File: src/rtl/core/wildcard_glob_matcher_top_assert.svh
// ----------------------------------------------------------------------------
// wildcard glob matcher assertion macros
// shared assertion forms, sampled on clock and disabled in reset
// ----------------------------------------------------------------------------
`ifndef WILDCARD_GLOB_MATCHER_TOP_ASSERT_SVH
`define WILDCARD_GLOB_MATCHER_TOP_ASSERT_SVH

// same-cycle implication
`define WGM_ASSERT_IMPLY(label, ante, cons) \
   label: assert property (@(posedge clock) disable iff (reset) (ante) |-> (cons)) \
      else $error("wildcard glob matcher: same-cycle check failed");

// next-cycle implication
`define WGM_ASSERT_NEXT(label, ante, cons) \
   label: assert property (@(posedge clock) disable iff (reset) (ante) |=> (cons)) \
      else $error("wildcard glob matcher: next-cycle check failed");

`endif

File: src/rtl/core/wgm_pkg.sv
// ----------------------------------------------------------------------------
// wgm_pkg
// constants and types of the wildcard glob matcher
// ----------------------------------------------------------------------------
`default_nettype none

package wgm_pkg;

   localparam int MAX_PATTERN = 32;
   localparam int UNIT_W      = 16;
   localparam int CODE_W      = 16;
   localparam int NPOS        = MAX_PATTERN + 1;
   localparam int LEN_W       = $clog2(NPOS);
   localparam int IDX_W       = (MAX_PATTERN > 1) ? $clog2(MAX_PATTERN) : 1;
   localparam int LVLS        = $clog2(NPOS);

   localparam int REQ_DATA_W  = ((CODE_W + 7) / 8) * 8;
   localparam int RSP_DATA_W  = 8;

   localparam logic [UNIT_W-1:0] STAR_UNIT     = UNIT_W'(8'h2A);
   localparam logic [UNIT_W-1:0] QUESTION_UNIT = UNIT_W'(8'h3F);

   typedef enum logic [1:0] {
      ACT_CLEAR  = 2'd0,
      ACT_APPEND = 2'd1,
      ACT_TEXT   = 2'd2,
      ACT_END    = 2'd3
   } action_type;

   typedef enum logic [1:0] {
      KIND_LITERAL  = 2'd0,
      KIND_STAR     = 2'd1,
      KIND_QUESTION = 2'd2
   } kind_type;

   typedef struct packed {
      kind_type            kind;
      logic [UNIT_W-1:0]   unit;
   } entry_type;

endpackage

`default_nettype wire

File: src/rtl/core/wildcard_glob_matcher_top.sv
// ----------------------------------------------------------------------------
// wildcard_glob_matcher_top
// whole-string '*' / '?' glob matcher with a bit-parallel nfa over positions
// ----------------------------------------------------------------------------
//  channel   direction  tdata                            tuser
//  req_      in         [15:0] code_unit                 [1:0] action
//  rsp_      out        [0] matched, [1] pattern_overflow, [7:2] zero   -
//
//  one item per cycle sustained while no pending result holds back an
//  end-of-text item; an item sits in the input register, and its state update
//  and any end-of-text result are registered when it leaves that register
//  every pattern position is updated at once by the nfa lanes plus a
//  log-depth star closure network
//  reset is synchronous; pattern store contents are not cleared
//  a pending result stalls only a following end-of-text item
// ----------------------------------------------------------------------------
`default_nettype none

module wildcard_glob_matcher_top (
   input  wire logic                             clock,
   input  wire logic                             reset,
   input  wire logic                             req_tvalid,
   output      logic                             req_tready,
   input  wire logic [wgm_pkg::REQ_DATA_W-1:0]   req_tdata,  // [15:0] code_unit
   input  wire logic [1:0]                       req_tuser,  // [1:0] action
   output      logic                             rsp_tvalid,
   input  wire logic                             rsp_tready,
   output      logic [wgm_pkg::RSP_DATA_W-1:0]   rsp_tdata   // [0] matched, [1] pattern_overflow
);

   import wgm_pkg::*;

   `include "wildcard_glob_matcher_top_assert.svh"

   // input register
   logic                 s1_valid_ff;
   action_type           s1_action_ff;
   logic [UNIT_W-1:0]    s1_unit_ff;

   // matcher state
   entry_type            store_ff [MAX_PATTERN];
   logic [LEN_W-1:0]     length_ff, length_in;
   logic                 ovf_ff, ovf_in;
   logic [NPOS-1:0]      active_ff, active_in;
   logic [NPOS-1:0]      lead_ff, lead_in;     // closure of the start state

   // result register
   logic                  rsp_valid_ff;
   logic [RSP_DATA_W-1:0] rsp_data_ff, rsp_data_in;

   logic                 s1_is_end;
   logic                 s1_fire;
   logic                 store_we;
   entry_type            app_entry;
   logic [MAX_PATTERN-1:0] in_len;
   logic [MAX_PATTERN-1:0] star_m;
   logic [NPOS-1:0]      step_set;
   logic                 hit;

   function automatic logic [NPOS-1:0] star_close(input logic [NPOS-1:0]        set,
                                                  input logic [MAX_PATTERN-1:0] star);
      logic [NPOS-1:0] g;
      logic [NPOS-1:0] p;
      int              d;
      g = set;
      p = {star, 1'b0};
      // prefix network: activity flows upward across runs of stars
      for (int lv = 0; lv < LVLS; lv++) begin
         d = 1 << lv;
         for (int j = NPOS - 1; j >= 0; j--) begin
            if (j >= d) begin
               g[j] = g[j] | (p[j] & g[j-d]);
               p[j] = p[j] & p[j-d];
            end
         end
      end
      return g;
   endfunction

   assign s1_is_end  = (s1_action_ff == ACT_END);
   assign s1_fire    = s1_valid_ff && (!s1_is_end || !rsp_valid_ff || rsp_tready);
   assign req_tready = !s1_valid_ff || s1_fire;
   assign rsp_tvalid = rsp_valid_ff;
   assign rsp_tdata  = rsp_data_ff;

   always_comb begin
      for (int i = 0; i < MAX_PATTERN; i++) begin
         in_len[i] = (LEN_W'(i) < length_ff);
         star_m[i] = in_len[i] && (store_ff[i].kind == KIND_STAR);
      end
   end

   // one nfa step over all positions
   always_comb begin
      step_set = '0;
      for (int i = 0; i < MAX_PATTERN; i++) begin
         if (active_ff[i] && in_len[i]) begin
            if (store_ff[i].kind == KIND_STAR) begin
               step_set[i] = 1'b1;
            end else if (store_ff[i].kind == KIND_QUESTION ||
                         store_ff[i].unit == s1_unit_ff) begin
               step_set[i+1] = 1'b1;
            end
         end
      end
   end

   always_comb begin
      app_entry.unit = s1_unit_ff;
      if (s1_unit_ff == STAR_UNIT) begin
         app_entry.kind = KIND_STAR;
      end else if (s1_unit_ff == QUESTION_UNIT) begin
         app_entry.kind = KIND_QUESTION;
      end else begin
         app_entry.kind = KIND_LITERAL;
      end
   end

   assign hit = active_ff[length_ff];

   always_comb begin
      length_in   = length_ff;
      ovf_in      = ovf_ff;
      active_in   = active_ff;
      lead_in     = lead_ff;
      rsp_data_in = rsp_data_ff;
      store_we    = 1'b0;
      unique case (s1_action_ff)
         ACT_CLEAR: begin
            length_in = '0;
            ovf_in    = 1'b0;
            lead_in   = NPOS'(1);
            active_in = NPOS'(1);
         end
         ACT_APPEND: begin
            if (length_ff >= LEN_W'(MAX_PATTERN)) begin
               ovf_in    = 1'b1;
               active_in = lead_ff;
            end else begin
               store_we  = 1'b1;
               length_in = length_ff + LEN_W'(1);
               // start closure only grows while the pattern is all stars
               if (app_entry.kind == KIND_STAR && lead_ff[length_ff]) begin
                  lead_in = lead_ff | (NPOS'(2) << length_ff);
               end
               active_in = lead_in;
            end
         end
         ACT_TEXT: begin
            active_in = star_close(step_set, star_m);
         end
         ACT_END: begin
            active_in   = lead_ff;
            rsp_data_in = RSP_DATA_W'({ovf_ff, hit && !ovf_ff});
         end
         default: begin
            active_in = active_ff;
         end
      endcase
   end

   always_ff @(posedge clock) begin
      if (reset) begin
         s1_valid_ff  <= 1'b0;
         rsp_valid_ff <= 1'b0;
         length_ff    <= '0;
         ovf_ff       <= 1'b0;
         active_ff    <= NPOS'(1);
         lead_ff      <= NPOS'(1);
      end else begin
         if (req_tready) begin
            s1_valid_ff <= req_tvalid;
         end
         if (s1_fire) begin
            length_ff <= length_in;
            ovf_ff    <= ovf_in;
            active_ff <= active_in;
            lead_ff   <= lead_in;
         end
         if (s1_fire && s1_is_end) begin
            rsp_valid_ff <= 1'b1;
         end else if (rsp_tready) begin
            rsp_valid_ff <= 1'b0;
         end
      end
   end

   // payload registers
   always_ff @(posedge clock) begin
      if (req_tready && req_tvalid) begin
         s1_action_ff <= action_type'(req_tuser);
         s1_unit_ff   <= req_tdata[UNIT_W-1:0];
      end
      if (s1_fire && s1_is_end) begin
         rsp_data_ff <= rsp_data_in;
      end
   end

   // pattern store
   always_ff @(posedge clock) begin
      if (s1_fire && store_we) begin
         store_ff[length_ff[IDX_W-1:0]] <= app_entry;
      end
   end

   `WGM_ASSERT_IMPLY(a_len_bound, 1'b1, length_ff <= LEN_W'(MAX_PATTERN))
   `WGM_ASSERT_IMPLY(a_active_in_range, 1'b1, (active_ff >> (length_ff + LEN_W'(1))) == '0)
   `WGM_ASSERT_IMPLY(a_ovf_no_match, rsp_valid_ff && rsp_data_ff[1], !rsp_data_ff[0])
   `WGM_ASSERT_IMPLY(a_lead_start, 1'b1, lead_ff[0])
   `WGM_ASSERT_NEXT(a_end_held, s1_valid_ff && s1_is_end && rsp_valid_ff && !rsp_tready,
                    s1_valid_ff && s1_is_end)

endmodule

`default_nettype wire
File: config.mk
export PLATFORM = sky130hd
export DESIGN_NAME = wildcard_glob_matcher_top
export DESIGN_NICKNAME = d
export VERILOG_FILES = /design/src/rtl/core/wgm_pkg.sv /design/src/rtl/core/wildcard_glob_matcher_top.sv
export VERILOG_INCLUDE_DIRS = /design/src /design/src/rtl/core
export SDC_FILE = /design/constraint.sdc
export NUM_CORES = 1
export LEC_CHECK = 0
export ABC_AREA = 1
export BUFFER_PORTS_ARGS = -buffer_cell sky130_fd_sc_hd__buf_2
export CORE_MARGIN = 4
export CORE_UTILIZATION = 30
export CTS_CLUSTER_DIAMETER = 120
export DETAILED_ROUTE_END_ITERATION = 6
export SLEW_MARGIN = 20
export SYNTH_ARGS = -nofsm -noshare
export SYNTH_HDL_FRONTEND = slang
export SYNTH_SLANG_ARGS = --single-unit
File: constraint.sdc
create_clock -name clock -period 6.8 [get_ports clock]
set_input_delay 0.34 -clock clock [delete_from_list [all_inputs] [get_ports clock]]
set_output_delay 0.34 -clock clock [all_outputs]
set_load 0.01 [all_outputs]
==> reports/results.ini <==
[routing]
drc = 0
detail_route.iter0.violations = 2353
final_wirelength_um = 93010
route.detailed.vias_per_inst = 4.578
vias = 24531
dr.pass1.iters = 6
drtAntennaViolNets = 0
drt-wirelength-per-cell_um = 17.36

[global_routing]
global_route_wire_length_before_repair_um = 140800
globalRoute.totalOverflow = 0
first_global_vias = 23393
routing_layer_with_the_top_usage_in_global_route = met2
number_of_antenna_violations_at_the_first_check_in_global_routing = 1
grt.met3_usage_pct = 2.412
pin_count_of_the_biggest_net_entering_global_routing = 70
grt.met1_usage_pct = 21.04
globalRouteTotalUtil_pct = 15.70
groute.layer.met2.usage_pct = 25.39

[die]
fp.coreArea_um2 = 110800
start_util_pct = 30.28
placementRows = 122
die_area_um2 = 117300
floorplan.die.width_um = 342.4
die_h_um = 342.4
io_pins = 32

[hold_path]
hold_path_class = input pin to flop

[power]
power-per-cell-area_nw_per_um2 = 235.0
vdd_ir_drop_max_v = 0.0002850
p_leak_uw = 0.01507
design_power_total_uw = 8991

[synth]
count_of_flip_flops_with_a_built_in_enable_after_synthesis = 596
post_synth_main_area_contributors = sky130_fd_sc_hd__edfxtp_1 53%, sky130_fd_sc_hd__nand2_1 13%, sky130_fd_sc_hd__xor2_1 6.4%
synth.avg_cell_area_um2 = 8.979
postSynth.asyncResetShare_pct = 0
synth_top_cell_by_area = sky130_fd_sc_hd__edfxtp_1
postSynthRegisterBits = 671
synth_top_flop_cell = sky130_fd_sc_hd__edfxtp_1
yosys_warnings = 0
synth.cell_area_um2 = 33550
netlist-cell-type-count = 45
post-synth-top-area-fraction_pct = 53.34
synth.top_cells.by_count = 1193 x sky130_fd_sc_hd__nand2_1, 596 x sky130_fd_sc_hd__edfxtp_1, 456 x sky130_fd_sc_hd__nor2_1
synthMostInstantiatedCell = sky130_fd_sc_hd__nand2_1
syn-instance-count = 3737
synth_sequential_area_ratio_pct = 57.81

[clock_network]
ctsLongestPathBuffers = 3
clk-insertion-delay-late_ns = 0.63
cts_setup_buffers = 0
cts.sink_count = 671
htreeDepth = 3
cts-root-buf = sky130_fd_sc_hd__clkbuf_16
cts.clk_slew.worst_paths_ns = 0.06
numCtsBuffers = 76
cts_tree = done

[timing]
number_of_pins_exceeding_their_max_slew_limit_in_the_final_report = 0
timing.setup.tns_ns = 0
timing.final.ws_setup_ns = 2.588
grt_setup_unrepaired = false
max_freq_mhz = 237.4
final-setup-viol-count = 0
final.period_utilization_pct = 61.95
whs_ns = 0.1237
clock_period_minus_worst_slack_ns = 4.212
tightest_pin_transition_ns = 1.059
clock-skew-final_ns = 0.02703
finalHoldViolations = 0
slew_headroom_pct = 29.34

[layout]
ant_cells = 0
area_growth_syn_to_layout_pct = 14.02
fillerInstances = 11391
cell_count_final_fillers_out = 5359
share_of_post_route_cells_with_drive_strength_above_1_pct = 6.717
finish.net_count = 3844

[critical_path]
crit_fanout = 40
critPathRequiredTime_ns = 7.27
setup.worst_path.end_class = flop
setup.worst_path.class = flop to flop
crit_slowest_cell = sky130_fd_sc_hd__ha_1
cpPeakStageDelay_ns = 0.58
worstPathArrival_ns = 4.68
worst_path_most_repeated_cell = sky130_fd_sc_hd__nand2_1
worstSetupStartpointType = flop
cell_by_cell_trace_of_the_critical_path = buf_4, inv_2, ha_1, inv_1, nor2_1, nand2_1, nand2_1, nor3_1, nand2_1, nand2_1, nand2_1, nand2_1, nand2_1, nand2_1, a21oi_1, nand3_1, nand3_1, nand2_1, nand2_1, a21oi_1

[place]
detailedPlace.worstSlack_ns = 2.638
io_buffers = 25
hpwlAfterDp_um = 60420
gp_congestion = 0.9111
dp.cells = 5207

[flow_run]
cap_viol_max_count = 0

[status]
status = complete, no violations

metal layers:
layer / share of wire [%] / vias up
li1: - / 12027
met5: 0 / -
met4: 3.9 / 0
met2: 45 / 727
met3: 6.0 / 210
met1: 45 / 11567
final cells by class:
type,count,area (µm²),area share (%)
Clock buffer,99,2009,5.252
Clock inverter,34,390.4,1.020
Inverter,462,1739,4.546
Multi-Input combinational cell,2479,11890,31.08
Sequential cell,671,19400,50.70
Tap cell,1488,1862,4.866
Timing Repair Buffer,126,968.4,2.531
cell families (layout without fill, tap and decap cells):
family	after synthesis	after routing	share of synthesized area, %
DFF	671	671	57.81
buffers and inverters	592	721	7.051
other	1	6	0.01118
xor gates and xnor gates	327	327	8.535
AOI/OAI and AO/OA	302	302	4.780
and+or+nand+nor	1838	1838	21.59
adders and majority gates	6	6	0.2237
cell usage in the layout (no fill, tap or decap), types with 9 or more instances in the layout:
master                             n
sky130_fd_sc_hd__clkbuf_16        77
sky130_fd_sc_hd__buf_4            79
sky130_fd_sc_hd__xor2_1          247
sky130_fd_sc_hd__xnor2_1          80
sky130_fd_sc_hd__nor2_1          451
sky130_fd_sc_hd__nand4_1          29
sky130_fd_sc_hd__clkbuf_1         22
sky130_fd_sc_hd__clkinv_1         17
sky130_fd_sc_hd__a21oi_1         160
sky130_fd_sc_hd__nor2_2           13
sky130_fd_sc_hd__inv_1           449
sky130_fd_sc_hd__nor3_2           12
sky130_fd_sc_hd__nand2_1        1193
sky130_fd_sc_hd__edfxtp_1        596
sky130_fd_sc_hd__a22oi_1           9
sky130_fd_sc_hd__dlygate4sd3_1    19
sky130_fd_sc_hd__nor3_1           28
sky130_fd_sc_hd__o21ai_0         104
sky130_fd_sc_hd__dfxtp_1          75
sky130_fd_sc_hd__or2_2             9
sky130_fd_sc_hd__clkinv_2         12
sky130_fd_sc_hd__buf_2            25
sky130_fd_sc_hd__nand3_1          84
state kept, by name, summed over array words and instances (netlist names), 2 cells and up:
name          cells
active_ff        33
lead_ff          33
length_ff         6
rsp_tdata         2
s1_action_ff      2
s1_unit_ff       16
store_ff        576
path summary, 6_finish.rpt:
| check | from | end | cells past startpoint | slack, ns |
|---|---|---|---|---|
| worst max-delay path | length_ff[0] | active_ff[28] | 20 | 2.59 |
| worst min-delay path | rsp_tready | s1_valid_ff | 4 | 0.12 |
| worst max register to register | length_ff[0] | active_ff[28] | 20 | 2.59 |
| worst min register to register | ovf_ff | rsp_tdata[1] | 0 | 0.43 |
worst max-delay path, delay by kind of cell (launching register included):
family | cells | cell delay (ns)
AOI/OAI and AO/OA | 2 | 0.23
adders and majority gates | 1 | 0.58
buffers and inverters | 3 | 1.07
DFF | 1 | 0.29
and+or+nand+nor | 14 | 1.86
repair_timing:
| action | 4_1_cts | 5_1_grt |
|---|---|---|
| resized for setup | 0 | 0 |
| hold endpoints to repair | 19 | 0 |
| hold buffers | 19 | 0 |
through the flow:
step	area, µm²	util [%]
detailed placement	35670	32.19
global route	38260	34.52
floorplan	33570	-
global placement	35670	32.19
CTS	38260	34.52
finish	38260	34.52
power by group:
group          total [µW]  switching [µW]  internal [µW]
Combinational         484             352            132
Clock                4000            1680           2330
Sequential           4500            14.6           4490
Total                8990            2040           6950
(Power assumes the default switching activity.)
